===== config.mk =====
export PLATFORM = sky130hd
export DESIGN_NAME = max_heap_priority_queue_top
export DESIGN_NICKNAME = d
export VERILOG_FILES = /design/src/design/mhpq_pkg.sv /design/src/design/mhpq_ram.sv /design/src/design/mhpq_ctrl.sv /design/src/design/mhpq_dp.sv /design/src/design/max_heap_priority_queue_top.sv
export SDC_FILE = /design/constraint.sdc
export NUM_CORES = 2
export LEC_CHECK = 0
export BUFFER_PORTS_ARGS = -buffer_cell sky130_fd_sc_hd__buf_2
export CORE_ASPECT_RATIO = 0.9
export CORE_UTILIZATION = 30
export CTS_CLUSTER_DIAMETER = 40
export DETAILED_ROUTE_END_ITERATION = 8
export GPL_TIMING_DRIVEN = 0
export SETUP_SLACK_MARGIN = 0.02
export SYNTH_ARGS = -nofsm -noshare
export SYNTH_HDL_FRONTEND = slang
export SYNTH_HIERARCHICAL = 1
export SYNTH_SLANG_ARGS = --single-unit

===== constraint.sdc =====
create_clock -name clk_i -period 7.4 [get_ports clk_i]
set_input_delay 0 -clock clk_i [delete_from_list [all_inputs] [get_ports clk_i]]
set_output_delay 0 -clock clk_i [all_outputs]
set_load 0.02 [all_outputs]

===== src/design/mhpq_pkg.sv =====
// ============================================================================
// mhpq_pkg
// Shared types and constants for the max-heap priority queue.
// ============================================================================
package mhpq_pkg;

  // Default heap capacity
  localparam int unsigned CAPACITY_DEF = 64;

  // Field widths
  localparam int unsigned VALUE_W     = 32;
  localparam int unsigned COUNT_OUT_W = 7;
  localparam int unsigned STATUS_W    = 2;
  localparam int unsigned S_TDATA_W   = 32;
  localparam int unsigned M_TDATA_W   = 40;

  // Operation carried on s_axis_tuser
  typedef enum logic {
    OP_INSERT = 1'b0,
    OP_REMOVE = 1'b1
  } op_e;

  // Result status carried on m_axis_tuser
  typedef enum logic [STATUS_W-1:0] {
    ST_OK    = 2'd0,
    ST_FULL  = 2'd1,
    ST_EMPTY = 2'd2
  } status_e;

  // Controller states
  typedef enum logic [3:0] {
    S_IDLE,
    S_UP_RD,
    S_UP_CMP,
    S_RM_RD0,
    S_RM_RD1,
    S_RM_LAST,
    S_DN_RDL,
    S_DN_RDR,
    S_DN_CMP,
    S_DONE
  } state_e;

  // Datapath commands
  typedef enum logic [3:0] {
    CMD_NONE,
    CMD_LOAD,
    CMD_UP_RD,
    CMD_UP_CMP,
    CMD_RM_RD0,
    CMD_RM_RD1,
    CMD_RM_LAST,
    CMD_DN_RDL,
    CMD_DN_RDR,
    CMD_DN_CMP,
    CMD_PUSH
  } cmd_e;

  // Datapath status toward the controller
  typedef struct packed {
    logic in_remove;  // beat on the input asks for a remove
    logic full;       // heap holds CAPACITY entries
    logic empty;      // heap holds no entry
    logic at_root;    // hole is at the root
    logic no_left;    // hole has no left child
    logic up_gt;      // moving value beats its parent
    logic dn_gt;      // chosen child beats the moving value
    logic out_free;   // output register can take a result
  } dp_stat_t;

endpackage


===== src/design/mhpq_ram.sv =====
// ============================================================================
// mhpq_ram
// Generic simple dual-port RAM: one write port, one registered read port.
// ============================================================================
module mhpq_ram #(
  parameter int unsigned WIDTH = 32,
  parameter int unsigned DEPTH = 64,
  localparam int unsigned AW   = (DEPTH > 1) ? $clog2(DEPTH) : 1
) (
  input  logic             clk_i,
  input  logic             we_i,
  input  logic [AW-1:0]    waddr_i,
  input  logic [WIDTH-1:0] wdata_i,
  input  logic [AW-1:0]    raddr_i,
  output logic [WIDTH-1:0] rdata_o
);

  logic [WIDTH-1:0] mem_q [DEPTH];
  logic [WIDTH-1:0] rdata_q;

  // write port
  always_ff @(posedge clk_i) begin
    if (we_i) begin
      mem_q[waddr_i] <= wdata_i;
    end
  end

  // registered read port
  always_ff @(posedge clk_i) begin
    rdata_q <= mem_q[raddr_i];
  end

  assign rdata_o = rdata_q;

endmodule


===== src/design/mhpq_ctrl.sv =====
// ============================================================================
// mhpq_ctrl
// Sequencer for insert (sift up) and remove (sift down) operations.
// ============================================================================
module mhpq_ctrl import mhpq_pkg::*; (
  input  logic     clk_i,
  input  logic     rst_ni,
  input  logic     in_valid_i,
  output logic     in_ready_o,
  input  dp_stat_t stat_i,
  output cmd_e     cmd_o
);

  state_e state_q, state_d;

  // state register
  always_ff @(posedge clk_i or negedge rst_ni) begin
    if (!rst_ni) begin
      state_q <= S_IDLE;
    end else begin
      state_q <= state_d;
    end
  end

  // next state
  always_comb begin
    state_d = state_q;
    unique case (state_q)
      S_IDLE: begin
        if (in_valid_i) begin
          if (stat_i.in_remove) begin
            state_d = stat_i.empty ? S_DONE : S_RM_RD0;
          end else begin
            state_d = stat_i.full ? S_DONE : S_UP_RD;
          end
        end
      end
      S_UP_RD:   state_d = stat_i.at_root ? S_DONE : S_UP_CMP;
      S_UP_CMP:  state_d = stat_i.up_gt ? S_UP_RD : S_DONE;
      S_RM_RD0:  state_d = S_RM_RD1;
      S_RM_RD1:  state_d = S_RM_LAST;
      S_RM_LAST: state_d = S_DN_RDL;
      S_DN_RDL:  state_d = stat_i.no_left ? S_DONE : S_DN_RDR;
      S_DN_RDR:  state_d = S_DN_CMP;
      S_DN_CMP:  state_d = stat_i.dn_gt ? S_DN_RDL : S_DONE;
      S_DONE:    state_d = stat_i.out_free ? S_IDLE : S_DONE;
      default:   state_d = S_IDLE;
    endcase
  end

  // outputs
  always_comb begin
    in_ready_o = 1'b0;
    cmd_o      = CMD_NONE;
    unique case (state_q)
      S_IDLE: begin
        in_ready_o = 1'b1;
        cmd_o      = in_valid_i ? CMD_LOAD : CMD_NONE;
      end
      S_UP_RD:   cmd_o = CMD_UP_RD;
      S_UP_CMP:  cmd_o = CMD_UP_CMP;
      S_RM_RD0:  cmd_o = CMD_RM_RD0;
      S_RM_RD1:  cmd_o = CMD_RM_RD1;
      S_RM_LAST: cmd_o = CMD_RM_LAST;
      S_DN_RDL:  cmd_o = CMD_DN_RDL;
      S_DN_RDR:  cmd_o = CMD_DN_RDR;
      S_DN_CMP:  cmd_o = CMD_DN_CMP;
      S_DONE:    cmd_o = stat_i.out_free ? CMD_PUSH : CMD_NONE;
      default:   cmd_o = CMD_NONE;
    endcase
  end

endmodule


===== src/design/mhpq_dp.sv =====
// ============================================================================
// mhpq_dp
// Heap datapath: heap RAM, count, hole position, moving value, result reg.
// ============================================================================
module mhpq_dp import mhpq_pkg::*; #(
  parameter int unsigned CAPACITY = CAPACITY_DEF
) (
  input  logic                   clk_i,
  input  logic                   rst_ni,
  input  cmd_e                   cmd_i,
  output dp_stat_t               stat_o,
  input  logic [VALUE_W-1:0]     in_value_i,
  input  logic                   in_op_i,
  output logic                   out_valid_o,
  input  logic                   out_ready_i,
  output logic [VALUE_W-1:0]     out_max_o,
  output logic [COUNT_OUT_W-1:0] out_count_o,
  output logic [STATUS_W-1:0]    out_status_o
);

  localparam int unsigned AW = $clog2(CAPACITY);
  localparam int unsigned PW = $clog2(CAPACITY + 1);
  localparam int unsigned LW = PW + 1;
  localparam logic [PW-1:0] CAP_P = PW'(CAPACITY);

  // state and working registers
  logic [PW-1:0]               count_q;
  logic [PW-1:0]               pos_q;     // 1-based hole position
  logic signed [VALUE_W-1:0]   x_q;       // value being sifted
  logic signed [VALUE_W-1:0]   lval_q;    // left child value
  logic [VALUE_W-1:0]          maxv_q;
  status_e                     status_q;

  // result register
  logic                   m_valid_q;
  logic [VALUE_W-1:0]     m_max_q;
  logic [COUNT_OUT_W-1:0] m_cnt_q;
  status_e                m_status_q;

  // RAM port signals
  logic                      we;
  logic [AW-1:0]             waddr;
  logic [VALUE_W-1:0]        wdata;
  logic [AW-1:0]             raddr;
  logic signed [VALUE_W-1:0] rdata;

  // tree arithmetic
  logic [LW-1:0]             left;
  logic [PW-1:0]             parent;
  logic                      has_right;
  logic                      pick_right;
  logic signed [VALUE_W-1:0] pick_val;
  logic [LW-1:0]             pick_pos;
  logic                      up_gt;
  logic                      dn_gt;
  logic                      full;
  logic                      empty;
  logic                      out_free;

  mhpq_ram #(
    .WIDTH (VALUE_W),
    .DEPTH (CAPACITY)
  ) u_ram (
    .clk_i   (clk_i),
    .we_i    (we),
    .waddr_i (waddr),
    .wdata_i (wdata),
    .raddr_i (raddr),
    .rdata_o (rdata)
  );

  // compare and child selection
  always_comb begin
    left       = {pos_q, 1'b0};
    parent     = pos_q >> 1;
    has_right  = left < {1'b0, count_q};
    pick_right = has_right && !(lval_q > rdata);  // right child wins ties
    pick_val   = pick_right ? rdata : lval_q;
    pick_pos   = pick_right ? left + LW'(1) : left;
    up_gt      = x_q > rdata;
    dn_gt      = pick_val > x_q;
    full       = count_q == CAP_P;
    empty      = count_q == '0;
    out_free   = !m_valid_q || out_ready_i;
  end

  always_comb begin
    stat_o.in_remove = (in_op_i == OP_REMOVE);
    stat_o.full      = full;
    stat_o.empty     = empty;
    stat_o.at_root   = pos_q == PW'(1);
    stat_o.no_left   = left > {1'b0, count_q};
    stat_o.up_gt     = up_gt;
    stat_o.dn_gt     = dn_gt;
    stat_o.out_free  = out_free;
  end

  // RAM addressing
  always_comb begin
    we    = 1'b0;
    waddr = AW'(pos_q - PW'(1));
    wdata = x_q;
    raddr = '0;
    case (cmd_i)
      CMD_UP_RD: begin
        if (pos_q == PW'(1)) begin
          we = 1'b1;
        end else begin
          raddr = AW'(parent - PW'(1));
        end
      end
      CMD_UP_CMP: begin
        we    = 1'b1;
        wdata = up_gt ? rdata : x_q;
      end
      CMD_RM_RD0: raddr = '0;
      CMD_RM_RD1: raddr = AW'(count_q);
      CMD_DN_RDL: begin
        if (left > {1'b0, count_q}) begin
          we = 1'b1;
        end else begin
          raddr = AW'(left - LW'(1));
        end
      end
      CMD_DN_RDR: raddr = AW'(left);
      CMD_DN_CMP: begin
        we    = 1'b1;
        wdata = dn_gt ? pick_val : x_q;
      end
      default: ;
    endcase
  end

  // entry count
  always_ff @(posedge clk_i or negedge rst_ni) begin
    if (!rst_ni) begin
      count_q <= '0;
    end else if (cmd_i == CMD_LOAD) begin
      if (in_op_i == OP_INSERT) begin
        if (!full) count_q <= count_q + PW'(1);
      end else begin
        if (!empty) count_q <= count_q - PW'(1);
      end
    end
  end

  // working registers
  always_ff @(posedge clk_i) begin
    case (cmd_i)
      CMD_LOAD: begin
        x_q    <= in_value_i;
        maxv_q <= '0;
        if (in_op_i == OP_INSERT) begin
          status_q <= full ? ST_FULL : ST_OK;
          pos_q    <= count_q + PW'(1);
        end else begin
          status_q <= empty ? ST_EMPTY : ST_OK;
          pos_q    <= PW'(1);
        end
      end
      CMD_UP_CMP:  if (up_gt) pos_q <= parent;
      CMD_RM_RD1:  maxv_q <= rdata;
      CMD_RM_LAST: x_q <= rdata;
      CMD_DN_RDR:  lval_q <= rdata;
      CMD_DN_CMP:  if (dn_gt) pos_q <= PW'(pick_pos);
      default: ;
    endcase
  end

  // result register valid
  always_ff @(posedge clk_i or negedge rst_ni) begin
    if (!rst_ni) begin
      m_valid_q <= 1'b0;
    end else if (cmd_i == CMD_PUSH) begin
      m_valid_q <= 1'b1;
    end else if (out_ready_i) begin
      m_valid_q <= 1'b0;
    end
  end

  // result register payload
  always_ff @(posedge clk_i) begin
    if (cmd_i == CMD_PUSH) begin
      m_max_q    <= maxv_q;
      m_cnt_q    <= COUNT_OUT_W'(count_q);
      m_status_q <= status_q;
    end
  end

  assign out_valid_o  = m_valid_q;
  assign out_max_o    = m_max_q;
  assign out_count_o  = m_cnt_q;
  assign out_status_o = m_status_q;

  // checks
  a_count_bound: assert property (@(posedge clk_i) disable iff (!rst_ni)
    count_q <= CAP_P)
    else $error("entry count above capacity");

  a_remove_dec: assert property (@(posedge clk_i) disable iff (!rst_ni)
    (cmd_i == CMD_LOAD) && (in_op_i == OP_REMOVE) && !empty
    |=> count_q == $past(count_q) - PW'(1))
    else $error("remove did not decrement count");

  a_empty_result: assert property (@(posedge clk_i) disable iff (!rst_ni)
    m_valid_q && (m_status_q == ST_EMPTY) |-> (m_max_q == '0) && (m_cnt_q == '0))
    else $error("empty result carries data");

endmodule


===== src/design/max_heap_priority_queue_top.sv =====
// Operation: insert loads the beat, then per level climbed reads the parent and compares;
//   remove reads root and last entry, then per level reads both children and compares;
//   rejected beats go straight to the result; up to log2(CAPACITY) levels.
// Throughput: one operation at a time; next beat accepted once the result is parked
//   in the output register.
// Reset: rst_ni clears the entry count and control; heap RAM content is not cleared.
// ============================================================================
// max_heap_priority_queue_top
// Bounded binary max-heap of signed 32-bit values with insert / remove-max.
// ============================================================================
module max_heap_priority_queue_top import mhpq_pkg::*; #(
  parameter int unsigned CAPACITY = CAPACITY_DEF
) (
  input  logic                 clk_i,
  input  logic                 rst_ni,
  input  logic                 s_axis_tvalid,
  output logic                 s_axis_tready,
  input  logic [S_TDATA_W-1:0] s_axis_tdata,  // [31:0] value
  input  logic [0:0]           s_axis_tuser,  // [0] op
  output logic                 m_axis_tvalid,
  input  logic                 m_axis_tready,
  output logic [M_TDATA_W-1:0] m_axis_tdata,  // [31:0] max_value, [38:32] entry_count_out
  output logic [STATUS_W-1:0]  m_axis_tuser   // [1:0] status
);

  cmd_e     cmd;
  dp_stat_t stat;

  logic [VALUE_W-1:0]     out_max;
  logic [COUNT_OUT_W-1:0] out_count;

  mhpq_ctrl u_ctrl (
    .clk_i      (clk_i),
    .rst_ni     (rst_ni),
    .in_valid_i (s_axis_tvalid),
    .in_ready_o (s_axis_tready),
    .stat_i     (stat),
    .cmd_o      (cmd)
  );

  mhpq_dp #(
    .CAPACITY (CAPACITY)
  ) u_dp (
    .clk_i        (clk_i),
    .rst_ni       (rst_ni),
    .cmd_i        (cmd),
    .stat_o       (stat),
    .in_value_i   (s_axis_tdata[VALUE_W-1:0]),
    .in_op_i      (s_axis_tuser[0]),
    .out_valid_o  (m_axis_tvalid),
    .out_ready_i  (m_axis_tready),
    .out_max_o    (out_max),
    .out_count_o  (out_count),
    .out_status_o (m_axis_tuser)
  );

  // pack result beat, zero pad to whole bytes
  assign m_axis_tdata = {{(M_TDATA_W - VALUE_W - COUNT_OUT_W){1'b0}}, out_count, out_max};

endmodule

==> metrics.md <==
| Metric | Value |
|---|---|
| Crit path DAT | 7.88 ns |
| CP Capture Type | flip-flop |
| Slew Limit Fails | 11 |
| Relative slew slack | -0.950% |
| Post-Synthesis Cell Area | 89,100 um^2 |
| RR Startpoint | u_ctrl/state_q[1] |
| Skew final | 0.129 ns |
| Top cells by count, synth | edfxtp_1, mux4_2, nor2_1, a21oi_1, ha_1 |
| First-pass GRT wire length | 379,000 um |
| Largest net degree at the start of global routing | 48 |
| Fmax | 137 MHz |
| HP Class | in -> reg |
| Synth top area share | 74.0% |
| Iter 0 DRT Violations | 7,706 |
| TritonCTS clock tree | built |
| Max cap viols | 1 |
| Io pins | 81 |
| Period utilisation layout | 98.5% |
| FF+latch area | 66,800 um^2 |
| Layout Cells excl Fill | 8,935 |
| Clock Root Buffer | clkbuf_16 |
| Ys Warns | 6 |
| Req. time, crit path | 7.99 ns |
| Drt wl/cell | 31.1 um |
| Setup slack, reg-to-reg | 0.11 ns |
| RR Endpoint | u_dp/u_ram/rdata_o[24] |
| Main flop type after synthesis | edfxtp_1 |
| Fin crit period | 7.29 ns |
| Row count | 189 |
| Hold Slack | 0.0428 ns |
| CTS Buf Count | 231 |
| Syn Area/Cell | 20.6 um^2 |
| Largest area contributor in the netlist | edfxtp_1 |
| Clk sinks | 2,238 |
| Clock Path Buffers | 4 |
| Placeable Area | 295,000 um^2 |
| Total Routing Usage GR | 18.2% |
| Initial antenna violation count | 16 |
| WL final | 278,000 um |
| Post-synthesis async set-or-reset flop share | 0.536% |
| Area of the multi-input gates | 21,800 um^2 |
| Crit path max fanout | 12 |
| Sequential element share of the synthesized area | 75.0% |
| Clock latency on the worst-skew pair | 0.92 ns |
| R2R cell count | 15 |
| Fill cell count | 26,900 |
| Number of distinct library cells after synthesis | 78 |
| Util after Layout | 36.1% |
| Post-synthesis register bit count | 2,238 |
| Endpoints failing setup | 0 |
| Startpoint Class | flip-flop |
| H-tree depth | 4 |
| Ranking of synthesized cells by area | edfxtp_1, mux4_2, ha_1 |
| Post-synth EDFFs | 2,194 |
| Worst Setup SP | u_ctrl/state_q[1] |
| Layout cell share with drive strength beyond 1 | 27.7% |
| Nets@finish | 4,972 |
| Syn Inst Count | 4,323 |
| Die width | 576 um |
| Drc violations | 0 |
| Crit path to | u_dp/u_ram/rdata_o[24] |
| Initial Util | 30.2% |
| ANT nets after route | 0 |
| Final Wtd Congestion | 0.905 |
| Vias in the first global route | 46,900 |
| Grt ovf | 0 |
| IO Port Bufs | 79 |
| Detailed Routing Iterations Pass 1 | 6 |
| Dpl hpwl | 192,000 um |
| Via count | 48,800 |
| Most numerous cell in the Yosys netlist | edfxtp_1 |
| Crit path kind | reg -> reg |
| Slew @ Worst Pin | 1.51 ns |
| Final Hold Violating Endpoints | 0 |
| RSZ-0062 raised after global routing | false |
| DIE HEIGHT | 519 um |
| Vias/cell | 5.46 |
| Placed insts | 8,470 |
| Outcome | finished, violations left |
| Mapped Nets | 4,469 |
| Failing checks | capacitance limit, slew limit |
| P&R area growth vs syn | 19.5% |
| Clock slew at reported path FFs | 0.06 ns |
| Die area | 299,000 um^2 |
repair_timing:
action                                 in CTS  in global routing
setup endpoints to repair                   0                 12
setup buffers                               0                  0
hold buffers                               38                  0
endpoints found under the hold margin      58                  0
resized for setup                           0                  4
registers in the layout, summed over array words and instances (netlist names):
signal / cells
u_dp/u_ram/rdata_o: 32
u_dp/out_count_o: 7
u_ctrl/state_q: 4
u_dp/lval_q: 32
u_dp/out_valid_o: 1
u_dp/pos_q: 7
u_dp/maxv_q: 32
u_dp/status_q: 2
u_dp/out_max_o: 32
u_dp/out_status_o: 2
u_dp/u_ram/mem_q: 2048
u_dp/x_q: 32
u_dp/count_q: 7
worst min-delay path by stage:
stage	start	end	cells past startpoint
after detailed placement	rst_ni	u_ctrl/state_q[3]	1
after floorplan	rst_ni	u_ctrl/state_q[0]	0
after CTS	s_axis_tdata[16]	u_dp/x_q[16]	3
final	s_axis_tdata[16]	u_dp/x_q[16]	3
after global placement	rst_ni	u_dp/count_q[0]	1
after global routing	s_axis_tdata[20]	u_dp/x_q[20]	3
logic make-up after synthesis:
family	count (synthesis)	share of synthesized area [%]
other	1	0.00421
muxes	674	15.3
buffers and inverters	324	1.69
and+or+nand+nor	492	2.72
xor gates and xnor gates	18	0.177
adders and majority gates	109	1.53
DFF	2238	75.0
AOI/OAI and AO/OA	467	3.58
metal layers:
layer  routed length (um)  share of wire (%)  track usage [%]  vias up
met2               119000                 43             26.4     3116
met1               114000                 41             26.4    26000
met3                34400                 12             4.56      493
met5                   34              0.012                0        -
li1                     -                  -                -    19100
met4                11000                4.0             6.44        6
final cells by class:
cell class                 count  share of cell area [%]
sequential                  2238                    62.8
multi-input combinational   1761                    20.5
clock buffer                 273                    5.64
tap                         3915                    4.60
timing repair buffer         270                    3.72
clock inverter               150                    1.32
buffer                       239                    1.11
inverter                      85                   0.302
antenna                        4                 0.00940
per-stage QoR:
step | TNS, ns | setup WS (ns) | cell area (um^2)
finish | 0 | 0.112 | 106000
CTS | 0 | 0.337 | 106000
global route | 0 | 0.0507 | 106000
global placement | -6538.56 | -3.95 | 94400
detailed placement | 0 | 0.345 | 98600
floorplan | 0 | 1.13 | 89100
cell usage in the layout, fill, tap and decap left out, drive strengths merged, types with 38 or more instances in the layout:
| cell | netlist | routed |
|---|---|---|
| a21oi | 109 | 109 |
| o21ai | 52 | 52 |
| clkbuf | 100 | 373 |
| ha | 109 | 109 |
| dlygate4sd3 | 0 | 38 |
| nor2 | 173 | 173 |
| nand2 | 66 | 66 |
| o221ai | 61 | 61 |
| nor3 | 91 | 91 |
| inv | 85 | 116 |
| edfxtp | 2194 | 2194 |
| mux2i | 95 | 95 |
| buf | 139 | 371 |
| mux4 | 544 | 544 |
| clkinv | 0 | 95 |
| o22ai | 89 | 89 |
worst max-delay path: stages (launching register included):
cell and delay (ns):
dfrtp_1 0.37, buf_2 0.22, nor2b_1 0.24, nand2_1 0.08, o21ai_0 0.70, nand2b_1 0.42, nor3_4 0.57, nand2_1 0.11
o211ai_1 0.12, buf_2 0.41, buf_2 0.51, buf_1 0.98, mux4_2 0.44, mux4_2 0.54, o22ai_1 1.04, nor2_1 0.29
Power is not shown: default switching activity piles up to over one toggle a cycle in this logic, so the estimate is an artifact.
